===== config.mk =====
export PLATFORM = sky130hd
export DESIGN_NAME = hello_packet_receiver
export DESIGN_NICKNAME = d
export VERILOG_FILES = /design/src/design/hpr_pkg.sv /design/src/design/hpr_cfg.sv /design/src/design/hpr_core.sv /design/src/design/hello_packet_receiver.sv
export SDC_FILE = /design/constraint.sdc
export NUM_CORES = 1
export LEC_CHECK = 0
export BUFFER_PORTS_ARGS = -buffer_cell sky130_fd_sc_hd__clkbuf_2
export CORE_MARGIN = 8
export CORE_UTILIZATION = 59
export CTS_CLUSTER_SIZE = 30
export DETAILED_ROUTE_END_ITERATION = 10
export PLACE_DENSITY = 0.81
export SKIP_CTS_REPAIR_TIMING = 1
export SLEW_MARGIN = 10
export SYNTH_ARGS = -nofsm -noshare
export SYNTH_HDL_FRONTEND = slang
export SYNTH_SLANG_ARGS = --single-unit

===== constraint.sdc =====
create_clock -name clk -period 8.8 [get_ports clk]
set_clock_uncertainty 0.1 [all_clocks]
set_input_delay 0.44 -clock clk [delete_from_list [all_inputs] [get_ports clk]]
set_output_delay 0.44 -clock clk [all_outputs]
set_load 0.005 [all_outputs]

===== src/design/hpr_pkg.sv =====
// Shared types, codes and the CRC-16/XMODEM byte update for the hello-packet receiver.
// No dependencies; imported by every module of the block.
package hpr_pkg;

  localparam int unsigned PKT_BYTES_DEFAULT = 128;

  localparam logic [7:0] LEAD_BYTE = 8'h1F;
  localparam logic [7:0] CODE_ENQ  = 8'h05;
  localparam logic [7:0] CODE_ACK  = 8'h06;
  localparam logic [7:0] CODE_NAK  = 8'h3F;

  localparam logic [4:0] ENQ_LIMIT_RESET = 5'd12;
  localparam logic [4:0] NAK_LIMIT_RESET = 5'd9;
  localparam logic [7:0] HELLO_RESET     = 8'd241;

  localparam int unsigned RETRY_W = 6;
  localparam int unsigned CFG_IDX_W = 2;

  typedef enum logic [1:0] {
    EV_START   = 2'd0,
    EV_BYTE    = 2'd1,
    EV_TIMEOUT = 2'd2,
    EV_LINEERR = 2'd3
  } event_kind_t;

  typedef enum logic [1:0] {
    OUTCOME_NONE    = 2'd0,
    OUTCOME_SUCCESS = 2'd1,
    OUTCOME_FAILURE = 2'd2
  } outcome_t;

  typedef enum logic [1:0] {
    CAUSE_NONE     = 2'd0,
    CAUSE_RETRIES  = 2'd1,
    CAUSE_LINEERR  = 2'd2,
    CAUSE_TIMEOUT  = 2'd3
  } fail_cause_t;

  typedef enum logic [CFG_IDX_W-1:0] {
    REG_ENQ_LIMIT = 2'd0,
    REG_NAK_LIMIT = 2'd1,
    REG_HELLO     = 2'd2
  } cfg_reg_t;

  typedef enum logic [5:0] {
    PH_IDLE = 6'b000001,
    PH_WAIT = 6'b000010,
    PH_DATA = 6'b000100,
    PH_CRCH = 6'b001000,
    PH_CRCL = 6'b010000,
    PH_DONE = 6'b100000
  } phase_t;

  typedef struct packed {
    logic [1:0] event_kind;
    logic [7:0] rx_byte;
  } in_t;

  typedef struct packed {
    logic       send_valid;
    logic [7:0] send_byte;
    logic       data_valid;
    logic [6:0] data_index;
    logic [7:0] data_byte;
    logic [1:0] outcome;
    logic [1:0] fail_cause;
  } out_t;

  typedef struct packed {
    logic [4:0] enq_retry_limit;
    logic [4:0] nak_retry_limit;
    logic [7:0] hello_code;
  } cfg_t;

  // CRC-16/XMODEM: poly 0x1021, MSB first, one byte
  function automatic logic [15:0] crc16_byte(logic [15:0] crc_in, logic [7:0] b);
    logic [15:0] c;
    c = crc_in ^ {b, 8'h00};
    for (int i = 0; i < 8; i++) begin
      if (c[15]) begin
        c = {c[14:0], 1'b0} ^ 16'h1021;
      end else begin
        c = {c[14:0], 1'b0};
      end
    end
    return c;
  endfunction

endpackage


===== src/design/hpr_cfg.sv =====
// Configuration register file: retry limits and hello byte.
// Depends on hpr_pkg.
module hpr_cfg (
  input  logic                            clk,
  input  logic                            rst,
  input  logic                            wr_en,
  input  logic [hpr_pkg::CFG_IDX_W-1:0]   wr_index,
  input  logic [7:0]                      wr_data,
  output hpr_pkg::cfg_t                   cfg
);
  import hpr_pkg::*;

  always_ff @(posedge clk) begin
    if (rst) begin
      cfg.enq_retry_limit <= ENQ_LIMIT_RESET;
      cfg.nak_retry_limit <= NAK_LIMIT_RESET;
      cfg.hello_code      <= HELLO_RESET;
    end else if (wr_en) begin
      case (cfg_reg_t'(wr_index))
        REG_ENQ_LIMIT: cfg.enq_retry_limit <= wr_data[4:0];
        REG_NAK_LIMIT: cfg.nak_retry_limit <= wr_data[4:0];
        REG_HELLO:     cfg.hello_code      <= wr_data;
        default: ;  // unmapped index, write dropped
      endcase
    end
  end

endmodule


===== src/design/hpr_core.sv =====
// Handshake state machine: phase, retry count, byte position and CRC state,
// plus the combinational result for the item being processed. Depends on hpr_pkg.
module hpr_core #(
  parameter int unsigned PACKET_BYTES = hpr_pkg::PKT_BYTES_DEFAULT
) (
  input  logic           clk,
  input  logic           rst,
  input  logic           step,
  input  hpr_pkg::in_t   item,
  input  hpr_pkg::cfg_t  cfg,
  output hpr_pkg::out_t  res
);
  import hpr_pkg::*;

  localparam int unsigned POS_W = $clog2(PACKET_BYTES);
  localparam logic [POS_W-1:0] LAST_POS = POS_W'(PACKET_BYTES - 1);

  phase_t             phase, phase_next;
  logic [RETRY_W-1:0] retry_count, retry_count_next;
  logic [POS_W-1:0]   byte_position, byte_position_next;
  logic [15:0]        running_crc, running_crc_next;
  logic [7:0]         crc_high_byte, crc_high_byte_next;

  logic               do_retry;
  logic [4:0]         retry_limit;
  logic [7:0]         retry_code;
  logic [7:0]         pos_ext;
  logic [RETRY_W-1:0] count_seen;

  assign pos_ext = 8'(byte_position);

  always_comb begin
    phase_next         = phase;
    retry_count_next   = retry_count;
    byte_position_next = byte_position;
    running_crc_next   = running_crc;
    crc_high_byte_next = crc_high_byte;
    res         = '0;
    do_retry    = 1'b0;
    retry_limit = cfg.enq_retry_limit;
    retry_code  = CODE_ENQ;
    count_seen  = retry_count;

    if (item.event_kind == EV_START) begin
      // start clears everything, then sends ENQ
      count_seen         = '0;
      byte_position_next = '0;
      running_crc_next   = '0;
      crc_high_byte_next = '0;
      do_retry           = 1'b1;
    end else if (phase == PH_IDLE || phase == PH_DONE) begin
      // nothing to do until a start
    end else if (item.event_kind == EV_LINEERR) begin
      phase_next     = PH_DONE;
      res.outcome    = OUTCOME_FAILURE;
      res.fail_cause = CAUSE_LINEERR;
    end else if (phase == PH_WAIT) begin
      if (item.event_kind == EV_TIMEOUT) begin
        do_retry = 1'b1;
      end else if (item.rx_byte == LEAD_BYTE) begin
        phase_next         = PH_DATA;
        byte_position_next = '0;
        running_crc_next   = '0;
      end else if (item.rx_byte == cfg.hello_code) begin
        do_retry = 1'b1;
      end
    end else if (item.event_kind == EV_TIMEOUT) begin
      phase_next     = PH_DONE;
      res.outcome    = OUTCOME_FAILURE;
      res.fail_cause = CAUSE_TIMEOUT;
    end else begin
      case (phase)
        PH_DATA: begin
          res.data_valid   = 1'b1;
          res.data_index   = pos_ext[6:0];
          res.data_byte    = item.rx_byte;
          running_crc_next = crc16_byte(running_crc, item.rx_byte);
          if (byte_position == LAST_POS) begin
            phase_next         = PH_CRCH;
            byte_position_next = '0;
          end else begin
            byte_position_next = byte_position + 1'b1;
          end
        end
        PH_CRCH: begin
          crc_high_byte_next = item.rx_byte;
          phase_next         = PH_CRCL;
        end
        PH_CRCL: begin
          if ({crc_high_byte, item.rx_byte} == running_crc) begin
            res.send_valid = 1'b1;
            res.send_byte  = CODE_ACK;
            res.outcome    = OUTCOME_SUCCESS;
            phase_next     = PH_DONE;
          end else begin
            do_retry    = 1'b1;
            retry_limit = cfg.nak_retry_limit;
            retry_code  = CODE_NAK;
          end
        end
        default: ;
      endcase
    end

    // shared retry test: count checked before it is raised
    if (do_retry) begin
      if (count_seen > {1'b0, retry_limit}) begin
        retry_count_next = count_seen;
        phase_next       = PH_DONE;
        res.outcome      = OUTCOME_FAILURE;
        res.fail_cause   = CAUSE_RETRIES;
      end else begin
        retry_count_next = count_seen + 1'b1;
        res.send_valid   = 1'b1;
        res.send_byte    = retry_code;
        phase_next       = PH_WAIT;
      end
    end
  end

  always_ff @(posedge clk) begin
    if (rst) begin
      phase         <= PH_IDLE;
      retry_count   <= '0;
      byte_position <= '0;
      running_crc   <= '0;
      crc_high_byte <= '0;
    end else if (step) begin
      phase         <= phase_next;
      retry_count   <= retry_count_next;
      byte_position <= byte_position_next;
      running_crc   <= running_crc_next;
      crc_high_byte <= crc_high_byte_next;
    end
  end

  a_send_xor_data: assert property (@(posedge clk) disable iff (rst)
    step && res.data_valid |-> !res.send_valid && res.outcome == OUTCOME_NONE)
    else $error("data byte passed on together with a send or an outcome");

  a_fail_ends: assert property (@(posedge clk) disable iff (rst)
    step && res.outcome != OUTCOME_NONE |=> phase == PH_DONE)
    else $error("exchange ended but phase is not done");

  a_data_phase: assert property (@(posedge clk) disable iff (rst)
    step && res.data_valid |-> phase == PH_DATA)
    else $error("data byte passed on outside the data phase");

  a_retry_bound: assert property (@(posedge clk) disable iff (rst)
    retry_count <= 6'd32)
    else $error("retry count ran past its limit");

endmodule


===== src/design/hello_packet_receiver.sv =====
// Hello-packet receiver top level: input register, handshake core, result register.
// Depends on hpr_pkg, hpr_cfg and hpr_core.
//
// Answering side of a hello-packet handshake. Each event (start, received byte,
// timeout, line error) produces exactly one result transaction carrying the byte
// to send (ENQ, ACK or '?'), the passed-on packet data byte with its position,
// and the exchange outcome with its failure cause. One event is taken every
// clock cycle while item_stall is low. The accepting edge loads the input register,
// and the result register is loaded from it when the item advances, which a stalled
// result can hold back. The per-byte CRC-16/XMODEM update with the state change is
// done combinationally between the two registers. A stalled result holds the
// pipeline; item_stall then rises once the input register is also full.
// Configuration writes are always accepted and must only be made while idle.
module hello_packet_receiver #(
  parameter int unsigned PACKET_BYTES = hpr_pkg::PKT_BYTES_DEFAULT
) (
  input  logic                            clk,
  input  logic                            rst,
  input  logic                            item_valid,
  output logic                            item_stall,
  input  hpr_pkg::in_t                    item,
  output logic                            result_valid,
  input  logic                            result_stall,
  output hpr_pkg::out_t                   result,
  input  logic                            cfg_valid,
  output logic                            cfg_ready,
  input  logic [hpr_pkg::CFG_IDX_W-1:0]   cfg_index,
  input  logic [7:0]                      cfg_data
);
  import hpr_pkg::*;

  cfg_t cfg;
  in_t  s1_item;
  logic s1_valid;
  logic advance;
  out_t core_res;

  assign cfg_ready = 1'b1;

  hpr_cfg u_cfg (
    .clk      (clk),
    .rst      (rst),
    .wr_en    (cfg_valid && cfg_ready),
    .wr_index (cfg_index),
    .wr_data  (cfg_data),
    .cfg      (cfg)
  );

  // item in the input register moves on when the result register is free
  assign advance    = s1_valid && (!result_valid || !result_stall);
  assign item_stall = s1_valid && !advance;

  always_ff @(posedge clk) begin
    if (rst) begin
      s1_valid <= 1'b0;
    end else if (!item_stall) begin
      s1_valid <= item_valid;
    end
  end

  always_ff @(posedge clk) begin
    if (item_valid && !item_stall) begin
      s1_item <= item;
    end
  end

  hpr_core #(
    .PACKET_BYTES (PACKET_BYTES)
  ) u_core (
    .clk  (clk),
    .rst  (rst),
    .step (advance),
    .item (s1_item),
    .cfg  (cfg),
    .res  (core_res)
  );

  always_ff @(posedge clk) begin
    if (rst) begin
      result_valid <= 1'b0;
    end else if (advance) begin
      result_valid <= 1'b1;
    end else if (!result_stall) begin
      result_valid <= 1'b0;
    end
  end

  always_ff @(posedge clk) begin
    if (advance) begin
      result <= core_res;
    end
  end

endmodule

==> run metrics <==
critical path, cell by cell=nor4_1 -> and2_1 -> nor2_1 -> nand4_1 -> nand2b_1 -> mux2_2 -> ha_1 -> and4_1 -> a21oi_1 -> o31a_1 -> a21o_1 -> nor3_1 -> nand4_1 -> a221oi_1; Area growth syn-to-layout=9.413%; fin. max-slew vios=0; Syn Area/Cell=9.696 µm²; IO Count=57; Final Wtd Congestion=0.9013; CTS H-tree depth=3; Synth Area in Adders=2.017%; Die Wd=106.6 µm; ant diodes=0; Power Density=166.6 nW/µm²; main flop type after synthesis=dfxtp_1; worst-path fanout max=6; post-synthesis xor/xnor area fraction=10.27%; clock buffer depth=2; Die Span Y=106.6 µm; Yosys cell types=57; port bufs=53; DRC=0; Lkg Pwr=2.147 nW; Final Hold Vio Count=0; post-DP HPWL=7.735 mm; most used cell, CP=nand4_1; clock slew at reported path FFs=0.09 ns; Post-synth EDFFs=34; highest ir drop seen on vdd=0.1294 mV; Avg WL per Cell=16.87 µm; Initial Utilization=59.79%; Worst Tran Pin Value=1.140 ns; final setup fails=0; NumNets Final=562; worst hold slack=0.1432 ns; register area share after synthesis=47.17%; hold endpoint=s1_item[0]; worst hold path class=in -> reg; Crit Path Class=reg -> reg; R2R setup slack=4.87 ns; Hold Startpoint=item[0]; largest net degree at the start of global routing=62; GRT overflow=0; initial antenna violation count=0; Worst Path Buf+Inv=0; Vias=3,778; Final Core Density=65.41%; RSZ-0062 raised after global routing=false; Via density=5.903; fill count=681; Synth async-reset ratio=0%; total routed wirelength=10.80 mm; worst r2r src=u_core.phase[0]; complex-gate fraction of the synthesized area=9.749%; drt first-iter violations=219; share of cells above drive strength 1=16.07%; CP Capture Type=register; post-synthesis mux area share=2.767%; Min-Delay Path Depth=1; Clock Latency Late Sink=0.37 ns; status=finished clean; maxcap violations=0; Die Area=11,350 µm²; YS warnings=0; largest family of logic cells by synthesized area=simple AND/OR/NAND/NOR gates; TritonCTS clock tree=built; site row count=33; final setup TNS=0 ns; fin worst setup slack=4.874 ns; gr usage total=19.69%; Crit Reg-Reg Endpoint=u_core.retry_count[5]; global-route wire length before repair=18.11 mm; CTS sink cnt=97; core area=8093 µm²; worst-case reg-to-reg path depth=14; number of synthesized register bits=97; crit path DAT=4.09 ns; period utilisation layout=44.62%; final antenna-violating net count=0; Cell Area, Synth=4838 µm²; Crit path max-delay family=simple AND/OR/NAND/NOR gates; DRT Pass-1 Iters=5; CP peak stage delay=0.43 ns; maximum clock frequency=0.2547 GHz; cts bufs inserted=9; Tmin final=3.926 ns; vias in the first global route=3,762; Slew headroom=23.69%; CTS root buf=clkbuf_8; Post-Synth Simple-Gate Area=23.56%; pre-CTS setup slack=4.995 ns; CP max-delay cell=nor4_1; Post-Synthesis Cells=499; required time worst endpoint=8.96 ns; startpoint class of the critical path=register
==> layout make-up <==
type / count / area (µm²) / area share (%)
repair buffers: 54 / 272.8 / 5.152
inverters: 7 / 26.28 / 0.4963
flip-flops and latches: 97 / 2282 / 43.11
multi-input cells: 361 / 2372 / 44.81
clock buffers: 10 / 127.6 / 2.411
well taps: 105 / 131.4 / 2.482
clock inverters: 6 / 81.33 / 1.536
==> flip-flops by register name, indices dropped and copies added (netlist names) <==
| name | count |
|---|---|
| result_valid | 1 |
| u_core.retry_count | 6 |
| result | 24 |
| u_core.phase | 6 |
| s1_valid | 1 |
| u_cfg.cfg | 18 |
| u_core.running_crc | 16 |
| u_core.crc_high_byte | 8 |
| s1_item | 10 |
| u_core.byte_position | 7 |
==> worst reg2reg max path, delay by kind of cell, from the launching register on <==
| family | cells | cell delay [ns] |
|---|---|---|
| compound gates | 4 | 0.71 |
| flops | 1 | 0.35 |
| mux | 1 | 0.40 |
| fa+ha+maj | 1 | 0.27 |
| simple gates | 8 | 2.00 |
==> synthesized netlist by cell type, types with 6 or more instances <==
cell type,count,share of area [%]
buf_4,7,1.1
inv_1,7,0.54
nand2_1,62,4.8
buf_2,8,0.83
nor2b_1,7,0.91
nand3b_1,9,1.4
edfxtp_1,34,21
and2_1,21,2.7
xor2_1,30,5.4
nand4_1,7,0.91
nand3_1,27,2.8
dfxtp_1,63,26
xnor2_1,23,4.2
nor3_1,7,0.72
a21oi_1,39,4.0
ha_1,7,1.8
clkbuf_1,17,1.3
mux2i_1,10,2.1
a211o_1,6,1.1
nand2b_1,7,0.91
nor2_1,35,2.7
==> routing by layer <==
layer / wire [µm] / GRT usage [%]
met5: 0 / 0
met4: 264 / 8.543
met3: 932 / 5.082
met2: 5083 / 31.05
met1: 4515 / 24.98
==> where the power goes <==
group / internal [mW] / switching (mW) / total, mW
sequential: 0.477 / 0.0131 / 0.490
combinational: 0.0320 / 0.0482 / 0.0803
clock: 0.159 / 0.153 / 0.312
total: 0.668 / 0.214 / 0.882
==> layout by cell type (no fill, tap or decap), types with 3 or more instances in the layout <==
master	synthesis	final
dfxtp_1	63	63
nand2_1	62	62
clkbuf_2	0	52
a21oi_1	39	39
nor2_1	35	35
edfxtp_1	34	34
xor2_1	30	30
nand3_1	27	27
xnor2_1	23	23
and2_1	21	21
mux2i_1	10	10
nand3b_1	9	9
clkbuf_8	0	9
inv_1	7	7
nor2b_1	7	7
nand4_1	7	7
nand2b_1	7	7
nor3_1	7	7
ha_1	7	7
a211o_1	6	6
nor4_1	5	4
nor4_4	3	4
o21ai_0	4	4
a21o_1	4	4
and3_1	3	3
nor4_2	3	3
or2_2	3	3
mux2_2	3	3
o22ai_1	3	3
a311oi_1	3	3
conb_1	2	3
==> metrics by stage <==
stage / instance area, µm² / total power [mW] / cells
5_1_grt: 5294 / 0.9129 / 640
2_1_floorplan: 4842 / 0.5561 / 500
3_5_place_dp: 5076 / 0.5796 / 624
3_3_place_gp: 5076 / 0.5761 / 624
4_1_cts: 5285 / 0.8831 / 640
6_report: 5294 / 0.8821 / 640
==> kinds of logic (layout without fill, tap and decap cells) <==
family | after synthesis | count (layout)
buf+inv | 42 | 77
fa+ha+maj | 8 | 8
compound gates | 72 | 72
flops | 97 | 97
xor+xnor | 55 | 55
simple gates | 210 | 210
other cells | 2 | 3
mux | 13 | 13
==> how the worst max path moves through the flow <==
stage / startpoint / cells after the start / to / slack, ns
floorplan: s1_item[4] / 15 / result[21] / 5.33
global placement: s1_item[2] / 13 / u_core.phase[5] / 5.15
detailed placement: u_core.phase[0] / 14 / u_core.phase[5] / 4.99
CTS: u_core.phase[0] / 14 / u_core.phase[5] / 4.94
global route: u_core.phase[0] / 13 / u_core.retry_count[5] / 4.50
finish: u_core.phase[0] / 14 / u_core.retry_count[5] / 4.87
(Power assumes the default switching activity.)
